===== config.mk =====
export PLATFORM = sky130hd
export DESIGN_NAME = polyphonic_voice_allocator
export DESIGN_NICKNAME = d
export VERILOG_FILES = /design/src/design/pva_pkg.sv /design/src/design/pva_voice_store.sv /design/src/design/polyphonic_voice_allocator.sv
export SDC_FILE = /design/constraint.sdc
export NUM_CORES = 1
export LEC_CHECK = 0
export BUFFER_PORTS_ARGS = -buffer_cell sky130_fd_sc_hd__buf_2
export CORE_MARGIN = 1.5
export CORE_UTILIZATION = 30
export DETAILED_ROUTE_END_ITERATION = 7
export PLACE_DENSITY_LB_ADDON = 0.08
export SKIP_LAST_GASP = 1
export SYNTH_ARGS = -nofsm -noshare
export SYNTH_HDL_FRONTEND = slang
export SYNTH_SLANG_ARGS = --single-unit

===== constraint.sdc =====
create_clock -name clock -period 4.9 [get_ports clock]
set_input_delay 0.98 -clock clock [delete_from_list [all_inputs] [get_ports clock]]
set_output_delay 0.98 -clock clock [all_outputs]
set_load 0.01 [all_outputs]

===== src/design/pva_pkg.sv =====
`timescale 1ns / 1ps
// ----------------------------------------------------------------------------
// Voice allocator package
// Commands, result actions, playback modes and the record types of the
// allocator control; the voice entry type is also used by its voice memory.
// ----------------------------------------------------------------------------
package pva_pkg;

   localparam int DEFAULT_VOICE_COUNT = 8;

   // At most this many results are reported for one input beat.
   localparam int MAX_RESULTS = 9;
   localparam int CNT_W       = 4;

   typedef enum logic [1:0] {
      CMD_NOTE_ON  = 2'd0,
      CMD_NOTE_OFF = 2'd1,
      CMD_STOP     = 2'd2,
      CMD_MUTE     = 2'd3
   } cmd_type;

   localparam logic [2:0] ACT_START    = 3'd0;
   localparam logic [2:0] ACT_STOP     = 3'd1;
   localparam logic [2:0] ACT_END_LOOP = 3'd2;
   localparam logic [2:0] ACT_RELEASE  = 3'd3;
   localparam logic [2:0] ACT_NONE     = 3'd4;

   localparam logic [1:0] MODE_RELEASE = 2'd1;
   localparam logic [1:0] MODE_ONESHOT = 2'd2;

   localparam logic signed [7:0] AGE_FLOOR = -8'sd128;

   // One voice entry. Only meaningful while the voice is playing.
   typedef struct packed {
      logic              loop_on;
      logic [6:0]        key;
      logic signed [7:0] age;
   } voice_word_type;

   typedef struct packed {
      logic [2:0] voice;
      logic [2:0] action;
      logic       looping;
      logic [6:0] key;
      logic [6:0] velocity;
      logic [3:0] highest;
   } result_type;

endpackage


===== src/design/pva_voice_store.sv =====
`timescale 1ns / 1ps
// ----------------------------------------------------------------------------
// Voice memory
// One entry per voice, one write port and one read port with registered
// read data.
// ----------------------------------------------------------------------------
module pva_voice_store import pva_pkg::*; #(
   parameter int  VOICE_COUNT = DEFAULT_VOICE_COUNT,
   localparam int IDX_W       = $clog2(VOICE_COUNT)
) (
   input  logic             clock,
   input  logic [IDX_W-1:0] rd_addr,
   output voice_word_type   rd_data,
   input  logic             wr_en,
   input  logic [IDX_W-1:0] wr_addr,
   input  voice_word_type   wr_data
);

   voice_word_type mem [VOICE_COUNT];
   voice_word_type rd_data_ff;

   always_ff @(posedge clock) begin
      if (wr_en) begin
         mem[wr_addr] <= wr_data;
      end
      rd_data_ff <= mem[rd_addr];
   end

   assign rd_data = rd_data_ff;

endmodule


===== src/design/polyphonic_voice_allocator.sv =====
`timescale 1ns / 1ps
// ----------------------------------------------------------------------------
// Polyphonic voice allocator
// Maps note events onto voices, stealing the oldest voice when all are busy.
// A note-on first searches the voices for one to use, then updates every voice
// and reports its start, after a stop if one is reported; other commands update
// every voice and report. One beat is taken at a time: no new beat is taken
// until the last one is done. The pace is set by the single read port of the voice
// memory, visited one voice per cycle while the result output does not stall.
// Reset clears all voices to idle at once and the mode to loop; no sweep.
// ----------------------------------------------------------------------------
module polyphonic_voice_allocator import pva_pkg::*; #(
   parameter int VOICE_COUNT = DEFAULT_VOICE_COUNT
) (
   input  logic              clock,
   input  logic              reset,
   // Configuration
   input  logic              csr_valid,
   output logic              csr_ready,
   input  logic [1:0]        csr_voice_mode,
   // Requests
   input  logic              req_valid,
   output logic              req_ready,
   input  logic [1:0]        req_cmd,
   input  logic [6:0]        req_key,
   input  logic [6:0]        req_velocity,
   input  logic              req_force_stop,
   input  logic [2:0]        req_voice_sel,
   // Results
   output logic              rsp_valid,
   input  logic              rsp_ready,
   output logic [2:0]        rsp_voice,
   output logic [2:0]        rsp_action,
   output logic              rsp_looping,
   output logic [6:0]        rsp_out_key,
   output logic [6:0]        rsp_out_velocity,
   output logic signed [3:0] rsp_highest_active,
   output logic              rsp_last
);

   localparam int IDX_W = $clog2(VOICE_COUNT);
   localparam int SEL_W = (IDX_W > 3) ? IDX_W : 3;
   localparam logic [IDX_W-1:0]  LAST_IDX  = IDX_W'(VOICE_COUNT - 1);
   localparam logic signed [7:0] START_AGE = 8'(VOICE_COUNT);
   localparam logic [CNT_W-1:0]  CNT_MAX   = CNT_W'(MAX_RESULTS);
   localparam logic [CNT_W-1:0]  CNT_LAST  = CNT_W'(MAX_RESULTS - 1);

   typedef enum logic [1:0] {
      S_IDLE,
      S_PICK,
      S_UPDATE,
      S_FINAL
   } state_type;

   function automatic logic [3:0] top_voice(input logic [VOICE_COUNT-1:0] play);
      logic [3:0] top;
      top = 4'hF;
      for (int v = 0; v < VOICE_COUNT; v++) begin
         if (play[v]) begin
            top = 4'(v);
         end
      end
      return top;
   endfunction

   state_type               state_ff, state_in;
   logic [IDX_W-1:0]        idx_ff, idx_in;
   logic [IDX_W-1:0]        pick_ff, pick_in;
   logic signed [7:0]       pick_age_ff, pick_age_in;
   logic                    match_ff, match_in;
   logic [VOICE_COUNT-1:0]  playing_ff, playing_in;
   logic [1:0]              mode_ff, mode_in;
   logic [CNT_W-1:0]        cnt_ff, cnt_in;
   logic                    pend_valid_ff, pend_valid_in;
   result_type              pend_ff, pend_in;
   logic                    rsp_valid_ff, rsp_valid_in;
   result_type              rsp_ff, rsp_in;
   logic                    rsp_last_ff, rsp_last_in;
   cmd_type                 cmd_ff, cmd_in;
   logic [6:0]              key_ff, key_in;
   logic [6:0]              vel_ff, vel_in;
   logic                    force_ff, force_in;
   logic [2:0]              sel_ff, sel_in;

   voice_word_type          cur;
   voice_word_type          wr_data;
   logic                    wr_en;
   logic                    cur_play;
   logic                    key_hit;
   logic                    ev;
   logic                    stop_now;
   logic                    write;
   logic                    adv;
   logic                    push;
   logic                    push_last;
   logic                    push_ok;
   logic [VOICE_COUNT-1:0]  play_next;
   logic [VOICE_COUNT-1:0]  play_start;
   result_type              ev_res;
   result_type              push_res;
   result_type              start_res;
   result_type              none_res;

   pva_voice_store #(
      .VOICE_COUNT(VOICE_COUNT)
   ) u_store (
      .clock   (clock),
      .rd_addr (idx_in),
      .rd_data (cur),
      .wr_en   (wr_en),
      .wr_addr (idx_ff),
      .wr_data (wr_data)
   );

   always_comb begin
      state_in      = state_ff;
      idx_in        = idx_ff;
      pick_in       = pick_ff;
      pick_age_in   = pick_age_ff;
      match_in      = match_ff;
      playing_in    = playing_ff;
      mode_in       = mode_ff;
      cnt_in        = cnt_ff;
      pend_valid_in = pend_valid_ff;
      pend_in       = pend_ff;
      rsp_valid_in  = rsp_valid_ff;
      rsp_in        = rsp_ff;
      rsp_last_in   = rsp_last_ff;
      cmd_in        = cmd_ff;
      key_in        = key_ff;
      vel_in        = vel_ff;
      force_in      = force_ff;
      sel_in        = sel_ff;

      wr_en     = 1'b0;
      wr_data   = cur;
      ev        = 1'b0;
      stop_now  = 1'b0;
      write     = 1'b0;
      adv       = 1'b0;
      push      = 1'b0;
      push_last = 1'b0;
      push_res  = pend_ff;
      play_next = playing_ff;

      cur_play = playing_ff[idx_ff];
      key_hit  = cur_play && (cur.key == key_ff);
      push_ok  = (cnt_ff >= CNT_MAX) || !rsp_valid_ff || rsp_ready;

      ev_res          = '0;
      ev_res.voice    = 3'(idx_ff);
      ev_res.action   = ACT_STOP;
      ev_res.key      = cur_play ? cur.key : 7'd0;

      play_start          = playing_ff;
      play_start[pick_ff] = 1'b1;

      start_res          = '0;
      start_res.voice    = 3'(pick_ff);
      start_res.action   = ACT_START;
      start_res.looping  = (mode_ff != MODE_ONESHOT);
      start_res.key      = key_ff;
      start_res.velocity = vel_ff;
      start_res.highest  = top_voice(play_start);

      none_res         = '0;
      none_res.action  = ACT_NONE;
      none_res.highest = top_voice(playing_ff);

      if (csr_valid && csr_voice_mode <= MODE_ONESHOT) begin
         mode_in = csr_voice_mode;
      end

      if (rsp_ready) begin
         rsp_valid_in = 1'b0;
      end

      case (state_ff)
         S_IDLE: begin
            idx_in = '0;
            if (req_valid) begin
               cmd_in        = cmd_type'(req_cmd);
               key_in        = req_key;
               vel_in        = req_velocity;
               force_in      = req_force_stop;
               sel_in        = req_voice_sel;
               cnt_in        = '0;
               pend_valid_in = 1'b0;
               match_in      = 1'b0;
               pick_in       = '0;
               state_in      = (cmd_type'(req_cmd) == CMD_NOTE_ON) ? S_PICK : S_UPDATE;
            end
         end

         S_PICK: begin
            // The first idle voice, or one already on this key outside release mode, ends the search.
            if (!cur_play || (key_hit && mode_ff != MODE_RELEASE)) begin
               pick_in  = idx_ff;
               match_in = cur_play;
               idx_in   = '0;
               state_in = S_UPDATE;
            end else begin
               if (idx_ff == '0 || pick_age_ff > cur.age) begin
                  pick_in     = idx_ff;
                  pick_age_in = cur.age;
               end
               if (idx_ff == LAST_IDX) begin
                  idx_in   = '0;
                  state_in = S_UPDATE;
               end else begin
                  idx_in = idx_ff + 1'b1;
               end
            end
         end

         S_UPDATE: begin
            case (cmd_ff)
               CMD_NOTE_ON: begin
                  if (match_ff && key_hit) begin
                     ev       = 1'b1;
                     stop_now = 1'b1;
                  end
                  if (idx_ff == pick_ff) begin
                     write           = 1'b1;
                     wr_data.loop_on = (mode_ff != MODE_ONESHOT);
                     wr_data.key     = key_ff;
                     wr_data.age     = START_AGE;
                  end else if (cur_play && !stop_now && cur.age != AGE_FLOOR) begin
                     write       = 1'b1;
                     wr_data.age = cur.age - 8'sd1;
                  end
               end
               CMD_NOTE_OFF: begin
                  if (key_hit) begin
                     ev = 1'b1;
                     if (force_ff) begin
                        stop_now = 1'b1;
                     end else if (mode_ff != MODE_RELEASE) begin
                        ev_res.action   = ACT_END_LOOP;
                        write           = 1'b1;
                        wr_data.loop_on = 1'b0;
                     end else begin
                        ev_res.action  = ACT_RELEASE;
                        ev_res.looping = cur.loop_on;
                     end
                  end
               end
               CMD_STOP: begin
                  if (SEL_W'(idx_ff) == SEL_W'(sel_ff)) begin
                     ev       = 1'b1;
                     stop_now = 1'b1;
                  end
               end
               CMD_MUTE: begin
                  if (cur_play) begin
                     ev       = 1'b1;
                     stop_now = 1'b1;
                  end
               end
               default: begin
                  ev = 1'b0;
               end
            endcase

            if (stop_now) begin
               play_next[idx_ff] = 1'b0;
            end
            ev_res.highest = top_voice(play_next);

            // A new result sends the staged one onward; wait if the output is full.
            adv = !(ev && pend_valid_ff && !push_ok);
            if (adv) begin
               if (ev) begin
                  push          = pend_valid_ff;
                  pend_in       = ev_res;
                  pend_valid_in = 1'b1;
               end
               playing_in = play_next;
               wr_en      = write;
               if (idx_ff == LAST_IDX) begin
                  idx_in   = '0;
                  state_in = S_FINAL;
               end else begin
                  idx_in = idx_ff + 1'b1;
               end
            end
         end

         S_FINAL: begin
            idx_in = '0;
            if (push_ok) begin
               push = 1'b1;
               if (cmd_ff == CMD_NOTE_ON && pend_valid_ff) begin
                  pend_valid_in = 1'b0;
               end else begin
                  push_last     = 1'b1;
                  pend_valid_in = 1'b0;
                  state_in      = S_IDLE;
                  if (cmd_ff == CMD_NOTE_ON) begin
                     push_res            = start_res;
                     playing_in[pick_ff] = 1'b1;
                  end else if (!pend_valid_ff) begin
                     push_res = none_res;
                  end
               end
            end
         end

         default: begin
            state_in = S_IDLE;
         end
      endcase

      // Results past the limit are dropped; the one at the limit closes the beat.
      if (push && cnt_ff < CNT_MAX) begin
         rsp_valid_in = 1'b1;
         rsp_in       = push_res;
         rsp_last_in  = push_last || (cnt_ff == CNT_LAST);
         cnt_in       = cnt_ff + 1'b1;
      end
   end

   always_ff @(posedge clock) begin
      if (reset) begin
         state_ff      <= S_IDLE;
         idx_ff        <= '0;
         playing_ff    <= '0;
         mode_ff       <= '0;
         cnt_ff        <= '0;
         pend_valid_ff <= 1'b0;
         rsp_valid_ff  <= 1'b0;
         match_ff      <= 1'b0;
         pick_ff       <= '0;
      end else begin
         state_ff      <= state_in;
         idx_ff        <= idx_in;
         playing_ff    <= playing_in;
         mode_ff       <= mode_in;
         cnt_ff        <= cnt_in;
         pend_valid_ff <= pend_valid_in;
         rsp_valid_ff  <= rsp_valid_in;
         match_ff      <= match_in;
         pick_ff       <= pick_in;
      end
      pick_age_ff <= pick_age_in;
      pend_ff     <= pend_in;
      rsp_ff      <= rsp_in;
      rsp_last_ff <= rsp_last_in;
      cmd_ff      <= cmd_in;
      key_ff      <= key_in;
      vel_ff      <= vel_in;
      force_ff    <= force_in;
      sel_ff      <= sel_in;
   end

   assign csr_ready          = 1'b1;
   assign req_ready          = (state_ff == S_IDLE);
   assign rsp_valid          = rsp_valid_ff;
   assign rsp_voice          = rsp_ff.voice;
   assign rsp_action         = rsp_ff.action;
   assign rsp_looping        = rsp_ff.looping;
   assign rsp_out_key        = rsp_ff.key;
   assign rsp_out_velocity   = rsp_ff.velocity;
   assign rsp_highest_active = rsp_ff.highest;
   assign rsp_last           = rsp_last_ff;

   // The entry being written is never the one read in the same cycle.
   a_no_rw_overlap: assert property (@(posedge clock) disable iff (reset)
      wr_en |-> (idx_ff != idx_in))
      else $error("voice memory read and write hit the same entry");

   // No staged result may survive into the next request beat.
   a_idle_clean: assert property (@(posedge clock) disable iff (reset)
      (state_ff == S_IDLE) |-> !pend_valid_ff)
      else $error("staged result left over at idle");

   // Closing a beat below the limit puts a final result on the output.
   a_final_last: assert property (@(posedge clock) disable iff (reset)
      (state_ff == S_FINAL && state_in == S_IDLE && cnt_ff < CNT_MAX)
      |=> (rsp_valid_ff && rsp_last_ff))
      else $error("beat closed without a final result");

   a_count_bound: assert property (@(posedge clock) disable iff (reset)
      cnt_ff <= CNT_MAX)
      else $error("result count beyond limit");

endmodule

# After elaboration in Yosys (flattened, before gate mapping)
# Memories as Yosys holds them, arrays and structs flattened. A register that Yosys moved wholly into a read port is not among the register bits.
# Index checks and enable logic that the tools add are counted.
# Widths: inputs -> output; s select.
[word_totals]
register_bits = 97
latch_bits = 0
out_inout_bits = 29
rom_bits = 0
ram_bits = 128
elab_cells = 230
n_memories = 1
inputBits = 27
[classes]
bitwise = 9
multipliers = 0
add_sub_neg = 3
shifts = 0
order_cmp = 8
n_div = 0
eq_ne = 24
reduce_logical = 46
mux = 109
[mem_list]
columns = ["memory", "words", "word_bits", "rd", "rd_clocked_by_memory_dff", "write_ports", "line", "text"]
rows = [
  ["u_store.mem", 8, 16, 1, 1, 1, "pva_voice_store.sv:19", "voice_word_type mem [VOICE_COUNT];"],
]
[ops]
columns = ["operator", "count"]
rows = [
  ["$mux 25", 5],
  ["$mux 4", 20],
  ["$mux 8", 9],
  ["$mux 1", 40],
  ["$mux 3", 9],
  ["$mux 2", 10],
  ["$ne 2x2->1 const B", 9],
  ["$mux 16", 1],
  ["$pmux 8 s2", 1],
  ["$mux 15", 1],
  ["$logic_and 1x1->1", 12],
  ["$reduce_and 3->1", 4],
  ["$reduce_and 5->1", 2],
  ["$reduce_bool 2->1", 5],
  ["$pmux 3 s3", 1],
  ["$and 8x8->8", 1],
  ["$eq 2x2->1 const B", 4],
  ["$gt 8x8->1", 1],
  ["$lt 3x4->1 const B", 2],
  ["$ne 8x8->1 const B", 1],
  ["$not 8->8", 1],
  ["$or 8x8->8", 1],
  ["$pmux 1 s2", 4],
  ["$pmux 1 s4", 2],
  ["other kinds (31)", 53],
]

# Longest topological paths before layout
# Gate-level depths: netlist (run 1).
[depth]
depth_word = 18
mapped_depth = 12
depth_no_buf = 10

# By module
# From an unflattened synthesis (run 1), not the netlist that was laid out.
[hier_totals]
cells_unflattened = 744
hier_area_um2 = 10527.6
[modules_own_cells]
columns = ["mod", "seq_area_each_um2", "cells_per_inst", "area_each_um2", "n_inst"]
rows = [
  ["pva_voice_store", 4164.0, 214, 5293.8, 1],
  ["polyphonic_voice_allocator", 2632.5, 530, 5233.8, 1],
]

# Least setup slack after synthesis (run 1)
# OpenSTA, ideal clock, no wires.
[synth_path]
kind = "register to register"
from = "register key_ff[4]"
to = "register cnt_ff[2]"
path_stages_with_launch = 9
slack_ns = 1.281
t_arrival_ns = 3.548
required_time_ns = 4.829
setup_time_ns = 0.071
period_less_slack_ns = 3.619
cell_sequence = "edfxtp_1 xor2_1 nor4_4 a31o_2 o2111ai_1 a221oi_2 nand2_1 or2_2 a21oi_1"
[synth_via]
elab_chain_len = 13
[synth_lines]
columns = ["element", "line", "text"]
rows = [
  ["start: declaration", "polyphonic_voice_allocator.sv:80", "logic [6:0] key_ff, key_in;"],
  ["start signal: assignment", "polyphonic_voice_allocator.sv:350", "key_ff <= key_in;"],
  ["$eq 7x7->1 (*)", "polyphonic_voice_allocator.sv:147", "key_hit = cur_play && (cur.key == key_ff);"],
  ["$logic_and 1x1->1 (*)", "polyphonic_voice_allocator.sv:147", ""],
  ["$logic_and 1x1->1", "polyphonic_voice_allocator.sv:219", "if (match_ff && key_hit) begin"],
  ["$mux 1", "polyphonic_voice_allocator.sv:219", ""],
  ["$pmux 1 s4 (*)", "polyphonic_voice_allocator.sv:217", "case (cmd_ff)"],
  ["$mux 1 (*)", "polyphonic_voice_allocator.sv:178", "case (state_ff)"],
  ["$logic_and 1x1->1 (2 in series)", "polyphonic_voice_allocator.sv:271", "adv = !(ev && pend_valid_ff && !push_ok);"],
  ["$mux 1 (*)", "polyphonic_voice_allocator.sv:272", "if (adv) begin"],
  ["$pmux 1 s2 (*)", "polyphonic_voice_allocator.sv:178", ""],
  ["$logic_and 1x1->1 (*)", "polyphonic_voice_allocator.sv:315", "if (push && cnt_ff < CNT_MAX) begin"],
  ["$reduce_bool 2->1 (no source line)", "-", ""],
  ["$reduce_and 2->1 (no source line)", "-", ""],
  ["end signal: assignment", "polyphonic_voice_allocator.sv:339", "cnt_ff <= cnt_in;"],
  ["end: declaration", "polyphonic_voice_allocator.sv:73", "logic [CNT_W-1:0] cnt_ff, cnt_in;"],
]
# Mark *: on every way between the ends. The rest lies on a longest branch, timed or not. The select of a mux whose other input is x is not followed.
# A chain may end at the register's enable or synchronous reset.

# Worst setup path after layout (run 1)
[layout_path]
from = "register key_ff[4]"
to = "register u_store.rd_data[7] (netlist name)"
[layout_via]
elab_chain_len = 10
[layout_lines]
columns = ["element", "line"]
rows = [
  ["$eq 7x7->1 (*)", "polyphonic_voice_allocator.sv:147"],
  ["$logic_and 1x1->1 (*)", "polyphonic_voice_allocator.sv:147"],
  ["$logic_and 1x1->1", "polyphonic_voice_allocator.sv:219"],
  ["$mux 1", "polyphonic_voice_allocator.sv:219"],
  ["$pmux 1 s4", "polyphonic_voice_allocator.sv:217"],
  ["$mux 1", "polyphonic_voice_allocator.sv:178"],
  ["$logic_and 1x1->1 (2 in series)", "polyphonic_voice_allocator.sv:271"],
  ["$mux 3", "polyphonic_voice_allocator.sv:272"],
  ["$pmux 3 s3 (*)", "polyphonic_voice_allocator.sv:178"],
]
# Marked as above.

==> results of run 1 <==
[layout make-up]
class / instances / area [um2]
inverter: 32 / 120
sequential: 240 / 6800
multi-input combinational: 556 / 3820
timing repair buffer: 82 / 480
clock inverter: 12 / 160
tap: 461 / 577
fill: 3490 / 23100
clock buffer: 40 / 756
[sequential cells by signal, indices dropped and copies added, names as in the netlist, 4 cells and up]
name                flops
pend_ff                17
vel_ff                  7
u_store.rd_data        16
playing_ff              8
u_store.mem           128
pick_age_ff             8
cnt_ff                  4
rsp_out_key             7
rsp_out_velocity        7
key_ff                  7
rsp_highest_active      4
[worst register-to-register path, delay by kind of cell, from the launching register on]
kind                   cells  cell delay (ps)
XOR/XNOR                   1              210
AND/OR/NAND/NOR            2             1380
flip-flops                 1              420
buffers and inverters      1              380
AO/OA/AOI/OAI              5             1050
[synth_stat cells (11+ instances only)]
library cell,instances
a32o_1,18
o31ai_1,22
a21oi_1,18
clkbuf_1,46
nand2b_1,12
a211oi_1,38
dfxtp_1,41
edfxtp_1,199
nor2b_1,11
inv_1,30
and3_1,42
xor2_1,13
buf_2,14
and2_1,12
o221ai_1,17
a21boi_0,32
a311o_1,16
nor2_1,55
ha_1,22
nand2_1,69
o21ai_0,34
[power groups by stage]
stage | registers [mW] | logic, mW | clock network (mW)
floorplan | 2.74 | 0.775 | 0
global placement | 2.81 | 1.20 | 0
detailed placement | 2.80 | 1.20 | 0
CTS | 2.76 | 1.20 | 2.14
global route | 2.78 | 1.32 | 2.22
finish | 2.76 | 1.18 | 2.07
[layer usage]
layer	wire, um	share of wire [%]	global-route usage [%]	up-vias
li1	-	-	-	3537
met1	14300	47	22.5	3661
met2	14100	46	25.8	161
met3	1330	4.3	2.53	54
met4	836	2.7	5.06	0
met5	0	0	0	-
[per-stage QoR]
step / hold slack (ps) / area (um2) / util [%] / cells / worst slack (ps)
finish: 509 / 12700 / 35.5 / 1423 / 1340
CTS: 502 / 12700 / 35.5 / 1423 / 1270
floorplan: 429 / 11000 / - / 893 / 1280
detailed placement: 481 / 11800 / 32.9 / 1371 / 1200
global placement: 486 / 11800 / 32.9 / 1371 / 1220
global route: 528 / 12700 / 35.5 / 1423 / 1050
[cell families after synthesis]
logic type	count (synthesis)	synth area share, %
other	1	0.0341
xor gates and xnor gates	17	1.35
muxes	10	1.16
buffers and inverters	97	3.78
adders and majority gates	22	2.50
AOI/OAI and AO/OA	248	17.2
and+or+nand+nor	258	12.2
DFF	240	61.8
[worst paths after layout]
kind | endpoint | cells past startpoint
setup / recovery | u_store.rd_data[7]$_DFF_P_ | 9
hold / removal | pick_age_ff[7]$_DFFE_PP_ | 0
setup reg to reg | u_store.rd_data[7]$_DFF_P_ | 9
hold reg to reg | pick_age_ff[7]$_DFFE_PP_ | 0
==> results_dict.tcl, run 1 <==
set metrics [dict create \
    pwr-share-seq_pct 45.8 \
    hp-class "reg -> reg" \
    cp_num_buf_inv 1 \
    end_kind "flop" \
    drc 0 \
    p_comb_share_pct 19.7 \
    die_x_um 194 \
    avgViaCountPerCell 5.21 \
    path_class "reg -> reg" \
    finalPower_mw 6.01 \
    crit_family "simple AND/OR/NAND/NOR gates" \
    fin_tns_setup_ps 0 \
    layout.nets 989 \
    synth_top_cell_by_area "edfxtp_1" \
    ys_seq_area_share_pct 61.8 \
    post_cts_buffers 0 \
    power.density_nw_per_um2 473 \
    track_usage_pct 16.2 \
    dieArea_um2 37800 \
    ys_types 72 \
    clkLatencyLatePin_ps 560 \
    cts_tree "done" \
    rsz0062_at_grt "no" \
    syn_nets 942 \
    hold_viol_final 0 \
    dr.pass1.iters 4 \
    drt-initial-drc-count 402 \
    diodes 0 \
    swShare_pct 30.2 \
    hpwl_mm 19.2 \
    antenna_left 0 \
    clockBufferDepth 3 \
    worst_ir_drop_vdd_mv 0.258 \
    holdBufCountCts 0 \
    async_flop_share_pct 0 \
    clkSinkCount 240 \
    grt_remaining_overflow 0 \
    r2r_setup_slack_ps 1340 \
    yosysTopAreaCellShare_pct 54.3 \
    setup_viol 0 \
    finalMaxSlewViolations 0 \
    critPathRequiredTime_ps 5330 \
    io_pins 56 \
    crit_slowest_cell "or3_2" \
    fmax_ghz 0.281 \
    tightest_slew_ps 1030 \
    crit_chain "xor2_1, nor4_4, a31o_2, o211ai_4, or3_2, buf_4, a311o_1, o221ai_1, o31ai_1" \
    avgSynthCellArea_um2 12.3 \
    fp.dieH_um 194 \
    grt_pass1_vias 7473 \
    rows 69 \
    clk_pin_slew_worst_paths_ps 60 \
    ys_seq_elements 240 \
    h-tree-depth 1 \
    grt_max_degree 50 \
    final_common_cell "edfxtp_1" \
    rr_startpoint "key_ff[4]$_DFFE_PP_" \
    numCtsBuffers 28 \
    period_needed_ps 3560 \
    power.switching_mw 1.82 \
    max-cap-violations 0 \
    via_count 7413 \
    drive_above_1_share_pct 15.3 \
    core_area_um2 35800 \
    skew_ps 10.0 \
    crit_fanout 42 \
    portBuffers 54 \
    synth_flop_cell "edfxtp_1" \
    run_status "complete, no violations" \
    start_kind "flop" \
    syn_area_um2 11000 \
    gp_congestion 0.828 \
    synth_top_cells_by_area "edfxtp_1 (54%), dfxtp_1 (7.5%), a211oi_1 (2.6%), ha_1 (2.5%), and3_1 (2.4%)" \
    p_clk_share_pct 34.5 \
    final_cell_mix "edfxtp_1 (199), nand2_1 (69), buf_2 (54)" \
    slew_headroom_pct 30.7 \
    grt_pass1_wl_mm 47.1 \
    area_delta_synth_final_pct 15.6 \
    p_int_mw 4.20 \
    drt_wl_total_mm 30.6 \
    cts_resized 0 \
    hold_start "u_store.rd_data[7]$_DFF_P_" \
    initial_utilization_pct 30.7 \
    leakagePower_nw 4.40 \
    fin_crit_sh_pct 72.6 \
    worstPathArrival_ps 3990 \
    cts-root-buf "clkbuf_16" \
    synthCells 893 \
    yosysWarnings 0 \
    routedWlPerCell_um 21.5 \
    antenna_found_initial 0 \
    synth-edff-count 199 \
    startpoint "key_ff[4]$_DFFE_PP_" \
    crit_path_max_incr_delay_ps 740 \
]
Note: power is estimated with default switching activity, not from simulation.
==> run 2, diff against run 1 <==
clock period = 3.73 ns   (was 4.9 ns; I/O delays follow)
==> run 2 against run 1 <==
Against the previous run:
- hold slack lost 160 ps
- non-clock buffer count grew 33
- routed wire length is 3.5% higher
- setup slack got worse by 1000 ps
- via count rose by 1.8%
- flip-flop and latch count unchanged
- maximum frequency is 3.9% higher
- core utilization is 1.2 points higher
- critical path depth unchanged
- largest cell class unchanged
==> results_dict.tcl, run 2 (synthesis results as in run 1) <==
set metrics [dict create \
    run_status "complete, no violations" \
    end_kind "flop" \
    rows 69 \
    final_common_cell "edfxtp_1" \
    skew_ps 14.2 \
    period_needed_ps 3420 \
    drt-initial-drc-count 425 \
    area_delta_synth_final_pct 19.5 \
    max-cap-violations 0 \
    holdBufCountCts 0 \
    finalMaxSlewViolations 0 \
    r2r_setup_slack_ps 310 \
    grt_remaining_overflow 0 \
    via_count 7545 \
    antenna_left 0 \
    hp-class "in -> reg" \
    path_class "reg -> reg" \
    final_cells 1458 \
    power.density_nw_per_um2 617 \
    slew_headroom_pct 38.7 \
    dr.pass1.iters 5 \
    crit_slowest_cell "or3_2" \
    rsz0062_at_grt "no" \
    crit_path_max_incr_delay_ps 680 \
    hold_viol_final 0 \
    clkLatencyLatePin_ps 580 \
    initial_utilization_pct 30.7 \
    track_usage_pct 16.8 \
    core_area_um2 35800 \
    largest-register "u_store.mem" \
    grt_max_degree 73 \
    fin_tns_setup_ps 0 \
    drt_wl_total_mm 31.7 \
    fillers 3500 \
    drc 0 \
    drive_above_1_share_pct 18.7 \
    routedWlPerCell_um 21.7 \
    clockBufferDepth 3 \
    io_pins 56 \
    start_kind "flop" \
    crit_chain "xor2_1, nor4_4, a31o_2, o211ai_4, or3_2, buf_12, a311o_1, o221ai_1, o31ai_1" \
    die_x_um 194 \
    largest_register_ffs 128 \
    clkSinkCount 240 \
    placedCellCount 1404 \
    fmax_ghz 0.292 \
    h-tree-depth 1 \
    final_cell_mix "edfxtp_1 (199), nand2_1 (69), buf_2 (54)" \
    cts-root-buf "clkbuf_16" \
    fp.dieH_um 194 \
    antenna_found_initial 0 \
    numCtsBuffers 29 \
    portBuffers 54 \
    post_dp_cell_area_um2 12200 \
    tightest_slew_ps 919 \
    layout.nets 1023 \
    leakagePower_nw 4.63 \
    avgViaCountPerCell 5.17 \
    worst_ir_drop_vdd_mv 0.338 \
    dieArea_um2 37800 \
    critPathRequiredTime_ps 4170 \
    cts_tree "done" \
    gp_congestion 0.846 \
    clk_pin_slew_worst_paths_ps 60 \
    setup_viol 0 \
    fin_crit_sh_pct 91.7 \
    hpwl_mm 20.0 \
    diodes 0 \
    final_cell_area_um2 13100 \
    grt_pass1_wl_mm 48.5 \
    grt_pass1_vias 7669 \
    crit_fanout 30 \
    worstPathArrival_ps 3860 \
]
## run 2: cell types whose count changed in the layout (fill, tap and decap cells not counted), moves of 2 or more
cell       previous run  this run
buf_4                28        48
clkbuf_16            28        30
clkinv_1              7         4
buf_12                0        13
clkinv_2              1         6
## run 2: report_power, final
part           internal (mW)  switching, mW
logic                  0.589           1.13
clock network           1.64           1.15
registers               3.41          0.189
## run 2: critical path: cells and delay by family, from the launching register on
kind | cells | cell delay, ps
simple gates | 2 | 1350
xor+xnor | 1 | 210
buf+inv | 1 | 240
flops | 1 | 430
compound gates | 5 | 1030
## run 2: metrics by stage
step	setup WS, ps	hold slack (ps)	power (mW)	utilization (%)
global route	132	324	8.53	36.7
finish	308	350	8.11	36.7
floorplan	111	429	4.62	-
CTS	111	309	8.24	36.7
detailed placement	137	476	5.39	34.1
global placement	89.8	493	5.40	34.1
## run 2: path summary, 6_finish.rpt
| path | start | endpoint | cells after the start |
|---|---|---|---|
| worst max-delay path | key_ff[4]$_DFFE_PP_ | u_store.rd_data[15]$_DFF_P_ | 9 |
| worst min-delay path | req_key[1] | key_ff[1]$_DFFE_PP_ | 1 |
| worst max register to register | key_ff[4]$_DFFE_PP_ | u_store.rd_data[15]$_DFF_P_ | 9 |
| worst min register to register | u_store.rd_data[7]$_DFF_P_ | pick_age_ff[7]$_DFFE_PP_ | 0 |
## run 2: layout make-up
type                       instances  area [um2]  share of cell area (%)
clock inverter                    12         125                   0.952
multi-input combinational        556        3830                    29.1
clock buffer                      42         806                    6.13
sequential                       240        6800                    51.7
timing repair buffer             115         891                    6.78
inverter                          32         120                   0.914
tap                              461         577                    4.39
## run 2: metal layers
metal  wire (um)  vias to the layer above  GRT usage (%)
li1            -                     3600              -
met5           0                        -              0
met1       15000                     3714           22.9
met2       14500                      168           27.3
met4         921                        0           5.93
met3        1230                       63           2.27
## run 2: timing repair
action	CTS	global route
buffers inserted	0	0
setup endpoints to repair	0	56
gates resized for setup	0	1
